--- src/hdl/spq_pkg.sv ---
package spq_pkg;

	// command codes on the cmd field
	localparam logic CMD_PUSH = 1'b0;
	localparam logic CMD_POP  = 1'b1;

	// item_out for a failed pop and for every push
	localparam logic [7:0] NO_ITEM = 8'hFF;

	// controller -> datapath
	typedef struct packed {
		logic latch;        // capture the input transaction
		logic do_read;      // registered read of link/value memories
		logic set_fail;     // result: failure
		logic push_commit;  // link in the new node
		logic pop_commit;   // unlink head, recycle node
		logic load_out;     // move result into the output register
	} ctl_cmd_t;

	// datapath -> controller
	typedef struct packed {
		logic fail;         // bad level, pool full or queue empty
		logic is_pop;
		logic out_free;     // output register empty or being taken
	} dp_status_t;

endpackage

--- src/hdl/spq_ctrl.sv ---
module spq_ctrl (
	input  logic                clk,
	input  logic                arst_n,
	input  logic                in_valid,
	output logic                in_stall,
	input  spq_pkg::dp_status_t status,
	output spq_pkg::ctl_cmd_t   ctl
);
	import spq_pkg::*;

	localparam logic [1:0] ST_IDLE  = 2'd0;
	localparam logic [1:0] ST_CHECK = 2'd1;
	localparam logic [1:0] ST_EXEC  = 2'd2;
	localparam logic [1:0] ST_RESP  = 2'd3;

	logic [1:0] state_q;
	logic [1:0] state_nxt;

	assign in_stall = (state_q != ST_IDLE);

	always_comb begin
		state_nxt = state_q;
		ctl       = '0;
		unique case (state_q)
			ST_IDLE: begin
				if (in_valid) begin
					ctl.latch = 1'b1;
					state_nxt = ST_CHECK;
				end
			end
			ST_CHECK: begin
				if (status.fail) begin
					ctl.set_fail = 1'b1;
					state_nxt    = ST_RESP;
				end else begin
					ctl.do_read = 1'b1;
					state_nxt   = ST_EXEC;
				end
			end
			ST_EXEC: begin
				if (status.is_pop) begin
					ctl.pop_commit = 1'b1;
				end else begin
					ctl.push_commit = 1'b1;
				end
				state_nxt = ST_RESP;
			end
			ST_RESP: begin
				if (status.out_free) begin
					ctl.load_out = 1'b1;
					state_nxt    = ST_IDLE;
				end
			end
			default: state_nxt = ST_IDLE;
		endcase
	end

	always_ff @(posedge clk or negedge arst_n) begin
		if (!arst_n) begin
			state_q <= ST_IDLE;
		end else begin
			state_q <= state_nxt;
		end
	end

endmodule

--- src/hdl/spq_datapath.sv ---
module spq_datapath #(
	parameter int POOL_DEPTH = 32,
	parameter int LEVELS     = 3
) (
	input  logic                clk,
	input  logic                arst_n,
	input  spq_pkg::ctl_cmd_t   ctl,
	output spq_pkg::dp_status_t status,
	input  logic                cmd,
	input  logic [1:0]          level,
	input  logic [7:0]          item_in,
	output logic                out_valid,
	input  logic                out_stall,
	output logic                success,
	output logic [7:0]          item_out
);
	import spq_pkg::*;

	localparam int NODE_W = (POOL_DEPTH > 1) ? $clog2(POOL_DEPTH) : 1;
	localparam int LINK_W = $clog2(POOL_DEPTH + 1);
	localparam int LV_W   = (LEVELS > 1) ? $clog2(LEVELS) : 1;
	localparam logic [LINK_W-1:0] LINK_NULL = LINK_W'(POOL_DEPTH);

	// captured transaction
	logic        cmd_q;
	logic [1:0]  level_q;
	logic [7:0]  item_q;

	// list pointers; bump_q hands out nodes never used since reset
	logic [LINK_W-1:0] free_head_q;
	logic [LINK_W-1:0] bump_q;
	logic [LINK_W-1:0] head_q [LEVELS];
	logic [LINK_W-1:0] tail_q [LEVELS];

	// node memories
	logic [7:0]        node_value [POOL_DEPTH];
	logic [LINK_W-1:0] node_link  [POOL_DEPTH];
	logic [7:0]        value_rd_q;
	logic [LINK_W-1:0] link_rd_q;

	// result and output registers
	logic       res_success_q;
	logic [7:0] res_item_q;
	logic       out_valid_q;
	logic       success_q;
	logic [7:0] item_out_q;

	logic [LV_W-1:0]   lv_idx;
	logic              lv_ok;
	logic [LINK_W-1:0] head_sel;
	logic [LINK_W-1:0] tail_sel;
	logic              head_empty;
	logic              recycled;
	logic              pool_full;
	logic [NODE_W-1:0] new_node;
	logic [NODE_W-1:0] rd_addr;
	logic              link_we;
	logic [NODE_W-1:0] link_wa;
	logic [LINK_W-1:0] link_wd;
	logic [LINK_W-1:0] head_next;
	logic              last_node;

	assign lv_idx     = LV_W'(level_q);
	assign lv_ok      = (32'(level_q) < LEVELS);
	assign head_sel   = head_q[lv_idx];
	assign tail_sel   = tail_q[lv_idx];
	assign head_empty = (head_sel == LINK_NULL);
	assign recycled   = (free_head_q != LINK_NULL);
	assign pool_full  = !recycled && (bump_q == LINK_W'(POOL_DEPTH));
	assign new_node   = recycled ? free_head_q[NODE_W-1:0] : bump_q[NODE_W-1:0];
	assign rd_addr    = (cmd_q == CMD_POP) ? head_sel[NODE_W-1:0] : free_head_q[NODE_W-1:0];
	// the tail node's link is never trusted: head == tail marks a single entry
	assign last_node  = (head_sel == tail_sel);
	assign head_next  = last_node ? LINK_NULL : link_rd_q;

	assign status.fail     = !lv_ok || ((cmd_q == CMD_POP) ? head_empty : pool_full);
	assign status.is_pop   = (cmd_q == CMD_POP);
	assign status.out_free = !out_valid_q || !out_stall;

	always_comb begin
		link_we = 1'b0;
		link_wa = tail_sel[NODE_W-1:0];
		link_wd = LINK_W'(new_node);
		if (ctl.push_commit && !head_empty) begin
			link_we = 1'b1;
		end else if (ctl.pop_commit) begin
			link_we = 1'b1;
			link_wa = head_sel[NODE_W-1:0];
			link_wd = free_head_q;
		end
	end

	always_ff @(posedge clk) begin
		if (ctl.latch) begin
			cmd_q   <= cmd;
			level_q <= level;
			item_q  <= item_in;
		end
		if (ctl.do_read) begin
			value_rd_q <= node_value[rd_addr];
			link_rd_q  <= node_link[rd_addr];
		end
		if (ctl.push_commit) begin
			node_value[new_node] <= item_q;
		end
		if (link_we) begin
			node_link[link_wa] <= link_wd;
		end
		if (ctl.set_fail) begin
			res_success_q <= 1'b0;
			res_item_q    <= NO_ITEM;
		end else if (ctl.push_commit) begin
			res_success_q <= 1'b1;
			res_item_q    <= NO_ITEM;
		end else if (ctl.pop_commit) begin
			res_success_q <= 1'b1;
			res_item_q    <= value_rd_q;
		end
		if (ctl.load_out) begin
			success_q  <= res_success_q;
			item_out_q <= res_item_q;
		end
	end

	always_ff @(posedge clk or negedge arst_n) begin
		if (!arst_n) begin
			free_head_q <= LINK_NULL;
			bump_q      <= '0;
			out_valid_q <= 1'b0;
			for (int i = 0; i < LEVELS; i++) begin
				head_q[i] <= LINK_NULL;
				tail_q[i] <= LINK_NULL;
			end
		end else begin
			if (ctl.push_commit) begin
				if (recycled) begin
					free_head_q <= link_rd_q;
				end else begin
					bump_q <= bump_q + 1'b1;
				end
				if (head_empty) begin
					head_q[lv_idx] <= LINK_W'(new_node);
				end
				tail_q[lv_idx] <= LINK_W'(new_node);
			end else if (ctl.pop_commit) begin
				head_q[lv_idx] <= head_next;
				if (last_node) begin
					tail_q[lv_idx] <= LINK_NULL;
				end
				free_head_q <= head_sel;
			end
			if (ctl.load_out) begin
				out_valid_q <= 1'b1;
			end else if (!out_stall) begin
				out_valid_q <= 1'b0;
			end
		end
	end

	assign out_valid = out_valid_q;
	assign success   = success_q;
	assign item_out  = item_out_q;

endmodule

--- src/hdl/shared_pool_priority_queues.sv ---
// LEVELS FIFO queues, one per priority level, sharing a pool of POOL_DEPTH
// linked nodes. A push (cmd 0) appends item_in to the queue of its level and
// returns success 1, item_out 255; it fails when the pool is full or the level
// is not below LEVELS. A pop (cmd 1) returns the head item of its level with
// success 1, or success 0 and item_out 255 when that queue is empty or the
// level is invalid. Every input transaction yields exactly one output
// transaction, in order. One transaction is in work at a time: a successful
// push or pop goes from acceptance through check with registered read of the
// node link/value memories, commit and output load, a failed one through check
// and output load; the output load waits for the output register to free up,
// and the next input is taken the cycle after the output load. The next input
// is taken even while the previous result is still stalled in the output
// register.
// No clearing pass is needed after reset: never-used nodes are handed out by
// a fill counter, freed nodes through a free list.
module shared_pool_priority_queues #(
	parameter int POOL_DEPTH = 32,  // 2 to 254
	parameter int LEVELS     = 3    // 1 to 8; levels beyond 3 are unreachable
) (
	input  logic       clk,
	input  logic       arst_n,
	// input channel
	input  logic       in_valid,
	output logic       in_stall,
	input  logic       cmd,
	input  logic [1:0] level,
	input  logic [7:0] item_in,
	// output channel
	output logic       out_valid,
	input  logic       out_stall,
	output logic       success,
	output logic [7:0] item_out
);
	import spq_pkg::*;

	ctl_cmd_t   ctl;
	dp_status_t status;

	// sequencer: idle -> check -> exec -> resp, or idle -> check -> resp on a failure
	spq_ctrl u_ctrl (
		.clk      (clk),
		.arst_n   (arst_n),
		.in_valid (in_valid),
		.in_stall (in_stall),
		.status   (status),
		.ctl      (ctl)
	);

	// pointers, node memories, result and output registers
	spq_datapath #(
		.POOL_DEPTH (POOL_DEPTH),
		.LEVELS     (LEVELS)
	) u_dp (
		.clk       (clk),
		.arst_n    (arst_n),
		.ctl       (ctl),
		.status    (status),
		.cmd       (cmd),
		.level     (level),
		.item_in   (item_in),
		.out_valid (out_valid),
		.out_stall (out_stall),
		.success   (success),
		.item_out  (item_out)
	);

endmodule

--- config.mk ---
export PLATFORM = sky130hd
export DESIGN_NAME = shared_pool_priority_queues
export DESIGN_NICKNAME = d
export VERILOG_FILES = /design/src/hdl/spq_pkg.sv /design/src/hdl/spq_ctrl.sv /design/src/hdl/spq_datapath.sv /design/src/hdl/shared_pool_priority_queues.sv
export SDC_FILE = /design/constraint.sdc
export NUM_CORES = 1
export LEC_CHECK = 0
export BUFFER_PORTS_ARGS = -buffer_cell sky130_fd_sc_hd__buf_4
export CORE_UTILIZATION = 25
export CTS_BUF_LIST = sky130_fd_sc_hd__clkbuf_4
export DETAILED_ROUTE_END_ITERATION = 8
export PLACE_DENSITY = 0.41
export SETUP_SLACK_MARGIN = 0.2
export SYNTH_ARGS = -nofsm -noshare
export SYNTH_HDL_FRONTEND = slang
export SYNTH_HIERARCHICAL = 1
export SYNTH_SLANG_ARGS = --single-unit
--- constraint.sdc ---
create_clock -name clk -period 4.8 [get_ports clk]
set_input_delay 0.72 -clock clk [delete_from_list [all_inputs] [get_ports clk]]
set_output_delay 0.72 -clock clk [all_outputs]
set_load 0.05 [all_outputs]
==> results of run 1 <==
## layout by cell type, fill, tap and decap left out, types with 4 or more instances in the layout
cell type and n:
and2_1 6, nand4_1 6, o311ai_0 8, mux2i_1 360, ha_1 7, xnor2_1 9
nor3_1 10, clkbuf_4 214, o22ai_1 62, dfrtp_1 44, diode_2 5, nor4_1 37
o21ai_0 18, inv_1 15, a21oi_1 14, or2_2 4, buf_4 99, a22o_1 5
buf_12 9, nand2b_1 14, nand3_1 16, dfstp_2 7, a31oi_1 16, o2bb2ai_2 4
dlygate4sd3_1 13, nand2_1 53, a21o_1 10, mux2_2 5, nor2b_1 10, or3_1 5
dfxtp_1 9, clkinv_2 5, clkinv_1 30, nor2_1 72, edfxtp_1 482
## metal layers
layer / track usage (%) / vias to the layer above / share of wire [%]
met3: 3.34 / 95 / 4.4
li1: - / 6092 / -
met5: 0 / - / 0
met1: 17.4 / 6539 / 48
met4: 5.14 / 0 / 2.4
met2: 19.5 / 310 / 45
## metrics by stage
stage                     hold slack, ps  cell area [µm²]
after detailed placement             417            24800
after floorplan                      408            22800
after CTS                            144            26800
after global placement               417            24800
after global routing                 187            26800
final                                289            26800
## report_power, final
part / switching (W) / total [W] / internal [W]
logic: 0.00301 / 0.00475 / 0.00174
registers: 0.000248 / 0.00606 / 0.00582
clock network: 0.00190 / 0.00410 / 0.00220
## area by class of cell
cell class / count / share of cell area [%]
multi-input cells: 804 / 24.0
well taps: 1176 / 5.48
flip-flops and latches: 542 / 59.4
diodes: 5 / 0.0466
clock buffers: 214 / 5.99
clock inverters: 43 / 0.965
inverters: 15 / 0.210
repair buffers: 121 / 3.93
## sequential cells by signal, summed over array words and instances, names as in the netlist
register,count
u_dp/node_value,256
u_dp/cmd_q,1
u_ctrl/state_q,2
u_dp/value_rd_q,8
u_dp/link_rd_q,6
u_dp/free_head_q,6
u_dp/tail_q,18
u_dp/level_q,2
u_dp/bump_q,6
u_dp/node_link,192
u_dp/item_q,8
u_dp/item_out,8
u_dp/head_q,18
u_dp/res_item_q,8
u_dp/success,1
u_dp/res_success_q,1
u_dp/out_valid,1
## critical path: cells and delay by family, from the launching register on
family	cells	cell delay [ps]
compound gates	2	310
flops	1	770
mux	1	460
simple gates	3	2110
## timing repair
item / in CTS / in global routing
hold buffers: 13 / 0
buffers inserted: 0 / 0
endpoints found under the hold margin: 56 / 0
## path summary, 6_finish.rpt
path | startpoint | to | slack [ps] | depth (start not counted)
min | in_valid | u_ctrl/state_q[0]$_DFFE_PN0P_ | 290 | 4
max | u_dp/level_q[1]$_DFFE_PP_ | u_dp/node_link[27][2]$_DFFE_PP_ | 710 | 6
max in group asynchronous | arst_n | u_dp/bump_q[0]$_DFFE_PN0P_ | 3990 | 2
min reg2reg | u_dp/res_item_q[2]$_SDFFE_PP1P_ | u_dp/item_out[2]$_DFFE_PP_ | 430 | 0
max reg2reg | u_dp/level_q[1]$_DFFE_PP_ | u_dp/node_link[27][2]$_DFFE_PP_ | 710 | 6
min in group asynchronous | arst_n | u_dp/head_q[2]$_DFFE_PN0P_ | 320 | 2
## cell families after synthesis
logic type / count (synthesis) / share of synthesized area, %
flip-flops: 542 / 70.0
AND/OR/NAND/NOR: 251 / 5.63
buffers and inverters: 96 / 2.11
adder cells (fa/ha/maj): 7 / 0.384
XOR/XNOR: 11 / 0.423
AO/OA/AOI/OAI: 166 / 5.21
multiplexers: 369 / 16.3
==> results.yml, run 1 <==
synthesis:
  ys_seq_area_share_pct: 70.0
  synthCells: 1442
  async_flop_share_pct: 9.41
  ys.flop_type: "edfxtp_1"
  synth.most_common_cell: "edfxtp_1"
  synth_largest_area_cell: "edfxtp_1"
  synth_area_um2: 22800
  synth_edf_count: 482
  yosysUniqueCellTypes: 65
  netlist_top_cells_count: "edfxtp_1, mux2i_1, nor2_1"
  yosys_register_bits: 542
  synth_fp_nets: 1464
  yosys_warnings: 6
  yosys-top-cells-area: "edfxtp_1, mux2i_1, dfrtp_1, o22ai_1, nor2_1"
  syn_avg_cell_area_um2: 15.8
  synth_top_area_share_pct: 63.5
placed_design:
  hpwl_mm: 38.4
  dp.cells: 2645
  port_buffers: 25
  pre_cts_slack_ps: 614
  gp_congestion: 0.812
floorplanning:
  core_area_um2: 90100
  num_io_pins: 26
  row_count: 110
  die_y_um: 304
  dieWidth_um: 304
  floorplan.initialDensity_pct: 25.3
  dieArea_um2: 92300
cts:
  cts_buffers: 146
  h-tree-depth: 4
  clk_pin_slew_worst_paths_ps: 70
  tritoncts: "built"
  clk_latency_ps: 990
  cts_root_buf: "clkbuf_4"
  cts_sinks: 542
  cts_buffer_depth: 3
  ctsResizeCount: 0
timing:
  fmax_mhz: 245
  slew_headroom_pct: 17.4
  finalHoldViolCount: 0
  final.min_clock_period_ps: 4090
  fin_crit_sh_pct: 85.2
  clock_skew_ps: 58.7
  finalSetupViolations: 0
  worst_pin_slew_ps: 1230
  fin_ws_ps: 712
  final_max_slew_viol_count: 0
  rsz0062_at_grt: "false"
  fin_tns_setup_ps: 0
drt:
  post_drt_via_cell_ratio: 4.46
  antenna_left: 0
  drt-total-wl_mm: 59.2
  drt_iter0_markers: 840
  vias: 13000
  firstDrtPassIters: 5
  drcViolationCount: 0
  wl_per_cell_um: 20.3
power_and_ir_drop:
  p_total_w: 0.0149
  p_leak_nw: 9.62
  vdd_drop_max_mv: 0.196
  pwr_density_cell_nw_per_um2: 556
critical_path:
  endpoint_kind: "flip-flop"
  required_ps: 5360
  critPathMaxFanout: 14
  critical_path_class: "flip-flop to flip-flop"
  cpMaxStageDelayCell: "nor4_1"
  start_kind: "flip-flop"
  crit_chain: "mux2i_2, o22ai_2, nor4_4, a21oi_2, or3_1, nor4_1"
  cp.arrival_ps: 4650
  slowest_delay_ps: 1070
layout:
  drive_gt1_share_pct: 22.0
  regArea_um2: 15900
  final_nets: 1652
  fill_cells: 8990
  area_delta_synth_final_pct: 17.8
  final_core_util_pct: 29.8
  stdcell_count: 2920
  multi_input_area_um2: 6430
global_route:
  grt_overflow: 0
  antenna_found_initial: 2
  grt_pass1_wl_mm: 87.4
  grt_pass1_vias: 13200
  grt_use_total_pct: 12.9
  grt_max_degree: 52
flow_run:
  cap_violations: 0
min_path:
  hp-class: "input port to flip-flop"
outcome:
  outcome: "finished, final reports clean"
No activity file was read; power rests on OpenSTA's default activity.
==> run 2: changes to the inputs <==
- ABC_AREA: not set -> 1
==> results.yml, run 2 <==
placed_design:
  port_buffers: 25
  dpl_cell_area_um2: 26600
  dp.cells: 3763
  hpwl_mm: 45.2
  gp_congestion: 0.814
global_route:
  grt_pass1_vias: 17900
  grt_pass1_wl_mm: 111
  grt_overflow: 0
  grt_max_degree: 141
  grt_use_total_pct: 14.6
  antenna_found_initial: 2
timing:
  worst_pin_slew_ps: 987
  final.min_clock_period_ps: 3800
  rsz0062_at_grt: "false"
  fin_crit_sh_pct: 79.1
  slew_headroom_pct: 34.0
  final_max_slew_viol_count: 0
  finalHoldViolCount: 0
  finalSetupViolations: 0
  clock_skew_ps: 51.0
  fmax_mhz: 263
  whs_ps: 171
  fin_tns_setup_ps: 0
power_and_ir_drop:
  pwr_density_cell_nw_per_um2: 548
  pwr-share-clk_pct: 25.5
  p_int_w: 0.00933
  vdd_drop_max_mv: 0.279
  p_leak_nw: 12.0
  power_frac_seq_pct: 39.2
  switchingPower_w: 0.00630
  p_sw_share_pct: 40.3
  p_comb_share_pct: 35.4
  p_total_w: 0.0156
synthesis:
  netlist_top_cells_count: "nand3_1, nand2_1, edfxtp_1"
  synth_fp_nets: 2562
  synth_area_um2: 25000
  yosys_warnings: 6
  syn_avg_cell_area_um2: 9.83
  yosysUniqueCellTypes: 42
  ys.flop_type: "edfxtp_1"
  synth.most_common_cell: "nand3_1"
  async_flop_share_pct: 9.41
  synth_top_area_share_pct: 58.0
  synth_edf_count: 482
  yosys-top-cells-area: "edfxtp_1, nand3_1, nand2_1, inv_1, dfrtp_1"
  ys_seq_area_share_pct: 63.8
  synthCells: 2540
  yosys_register_bits: 542
  synth_largest_area_cell: "edfxtp_1"
cts:
  clk_pin_slew_worst_paths_ps: 70
  h-tree-depth: 4
  cts_sinks: 542
  cts_buffer_depth: 3
  cts_buffers: 146
  cts_root_buf: "clkbuf_4"
  clk_latency_ps: 970
  tritoncts: "built"
  ctsResizeCount: 0
layout:
  final_common_cell: "nand3_1"
  final_nets: 2659
  finish.instance_area_um2: 28500
  final_cell_mix: "nand3_1, nand2_1, edfxtp_1, inv_1, clkbuf_4"
  stdcell_count: 4039
  top_register: "u_dp/node_value"
  largest_reg_flops: 256
  area_delta_synth_final_pct: 14.3
  reg.largest.list: "u_dp/node_value x256, u_dp/node_link x192"
  drive_gt1_share_pct: 12.8
critical_path:
  cp.arrival_ps: 4380
  endpoint_kind: "flip-flop"
  critical_path_class: "flip-flop to flip-flop"
  required_ps: 5380
  critPathMaxFanout: 19
  start_kind: "flip-flop"
min_path:
  hp-class: "input port to flip-flop"
floorplanning:
  dieWidth_um: 318
  floorplan.initialDensity_pct: 25.3
  core_area_um2: 98700
  dieArea_um2: 101000
  row_count: 115
  die_y_um: 318
  num_io_pins: 26
drt:
  firstDrtPassIters: 5
  vias: 17900
  antenna_left: 0
  drt-total-wl_mm: 73.5
  drt_iter0_markers: 1424
  wl_per_cell_um: 18.2
  post_drt_via_cell_ratio: 4.44
  drcViolationCount: 0
flow_run:
  cap_violations: 0
outcome:
  outcome: "finished, final reports clean"
-- run 2: cell count changes in the layout (fill, tap and decap cells not counted), moves of 14 or more --
cell	change
a31oi_1	-15
buf_4	-46
inv_1	+465
mux2i_1	-360
nand2_1	+462
nand2_2	+16
nand2b_1	-14
nand3_1	+541
nand3b_1	+57
nor2_1	+42
nor4_1	-35
o22ai_1	-58
-- run 2: cell families after synthesis --
logic type	Yosys count	share of synthesized area, %
AO/OA/AOI/OAI	72	1.82
flip-flops	542	63.8
buffers and inverters	612	9.67
adder cells (fa/ha/maj)	7	0.351
AND/OR/NAND/NOR	1297	24.0
XOR/XNOR	10	0.351
-- run 2: worst paths after layout --
kind / from / endpoint / slack [ps] / cells after the start
min in group asynchronous: arst_n / u_dp/free_head_q[0]$_DFFE_PN0P_ / 400 / 2
worst min-delay path: in_valid / u_ctrl/state_q[1]$_DFFE_PN0P_ / 170 / 5
worst max-delay path: u_dp/cmd_q$_DFFE_PP_ / u_dp/node_link[14][0]$_DFFE_PP_ / 1000 / 8
worst max register to register: u_dp/cmd_q$_DFFE_PP_ / u_dp/node_link[14][0]$_DFFE_PP_ / 1000 / 8
max in group asynchronous: arst_n / u_dp/tail_q[4]$_DFFE_PN0P_ / 3900 / 2
worst min register to register: u_dp/res_item_q[2]$_SDFFE_PP1P_ / u_dp/item_out[2]$_DFFE_PP_ / 430 / 0
-- run 2: layout make-up --
type | instances | area [µm²]
Clock buffer | 212 | 1590
Multi-Input combinational cell | 1386 | 6680
Clock inverter | 47 | 198
Inverter | 488 | 1830
Timing Repair Buffer | 73 | 668
Tap cell | 1287 | 1610
Fill cell | 10400 | 70200
Antenna cell | 4 | 10.0
Sequential cell | 542 | 15900
-- run 2: per-stage QoR --
stage	setup WS [ps]	util, %
finish	1000	28.9
floorplan	2080	-
detailed placement	1020	27.0
global route	679	28.9
global placement	1010	27.0
CTS	986	28.9
-- run 2: critical path, stage by stage, from the launching register on --
cell      delay [ps]
edfxtp_1         760
nand2_1          120
inv_1            320
clkinv_1         660
o21ai_0          510
nand2_1           90
nand2_1          140
nand3_1          290
nor2_1           510
-- run 2: power groups by stage --
stage	Clock, W	Combinational [W]	Sequential (W)
after floorplan	0	0.00344	0.00623
after global placement	0	0.00555	0.00622
after detailed placement	0	0.00557	0.00622
after CTS	0.00417	0.00559	0.00612
after global routing	0.00437	0.00609	0.00616
final	0.00398	0.00553	0.00612
-- run 2: layer usage --
layer | global-route usage, % | share of wire (%)
met5 | 0 | 0
met1 | 19.3 | 46
met4 | 5.49 | 2.3
met3 | 3.06 | 4.9
met2 | 23.3 | 47
-- run 2: what timing repair did --
action,CTS,global route
hold buffers,13,0
endpoints found under the hold margin,56,0
buffers inserted,0,0
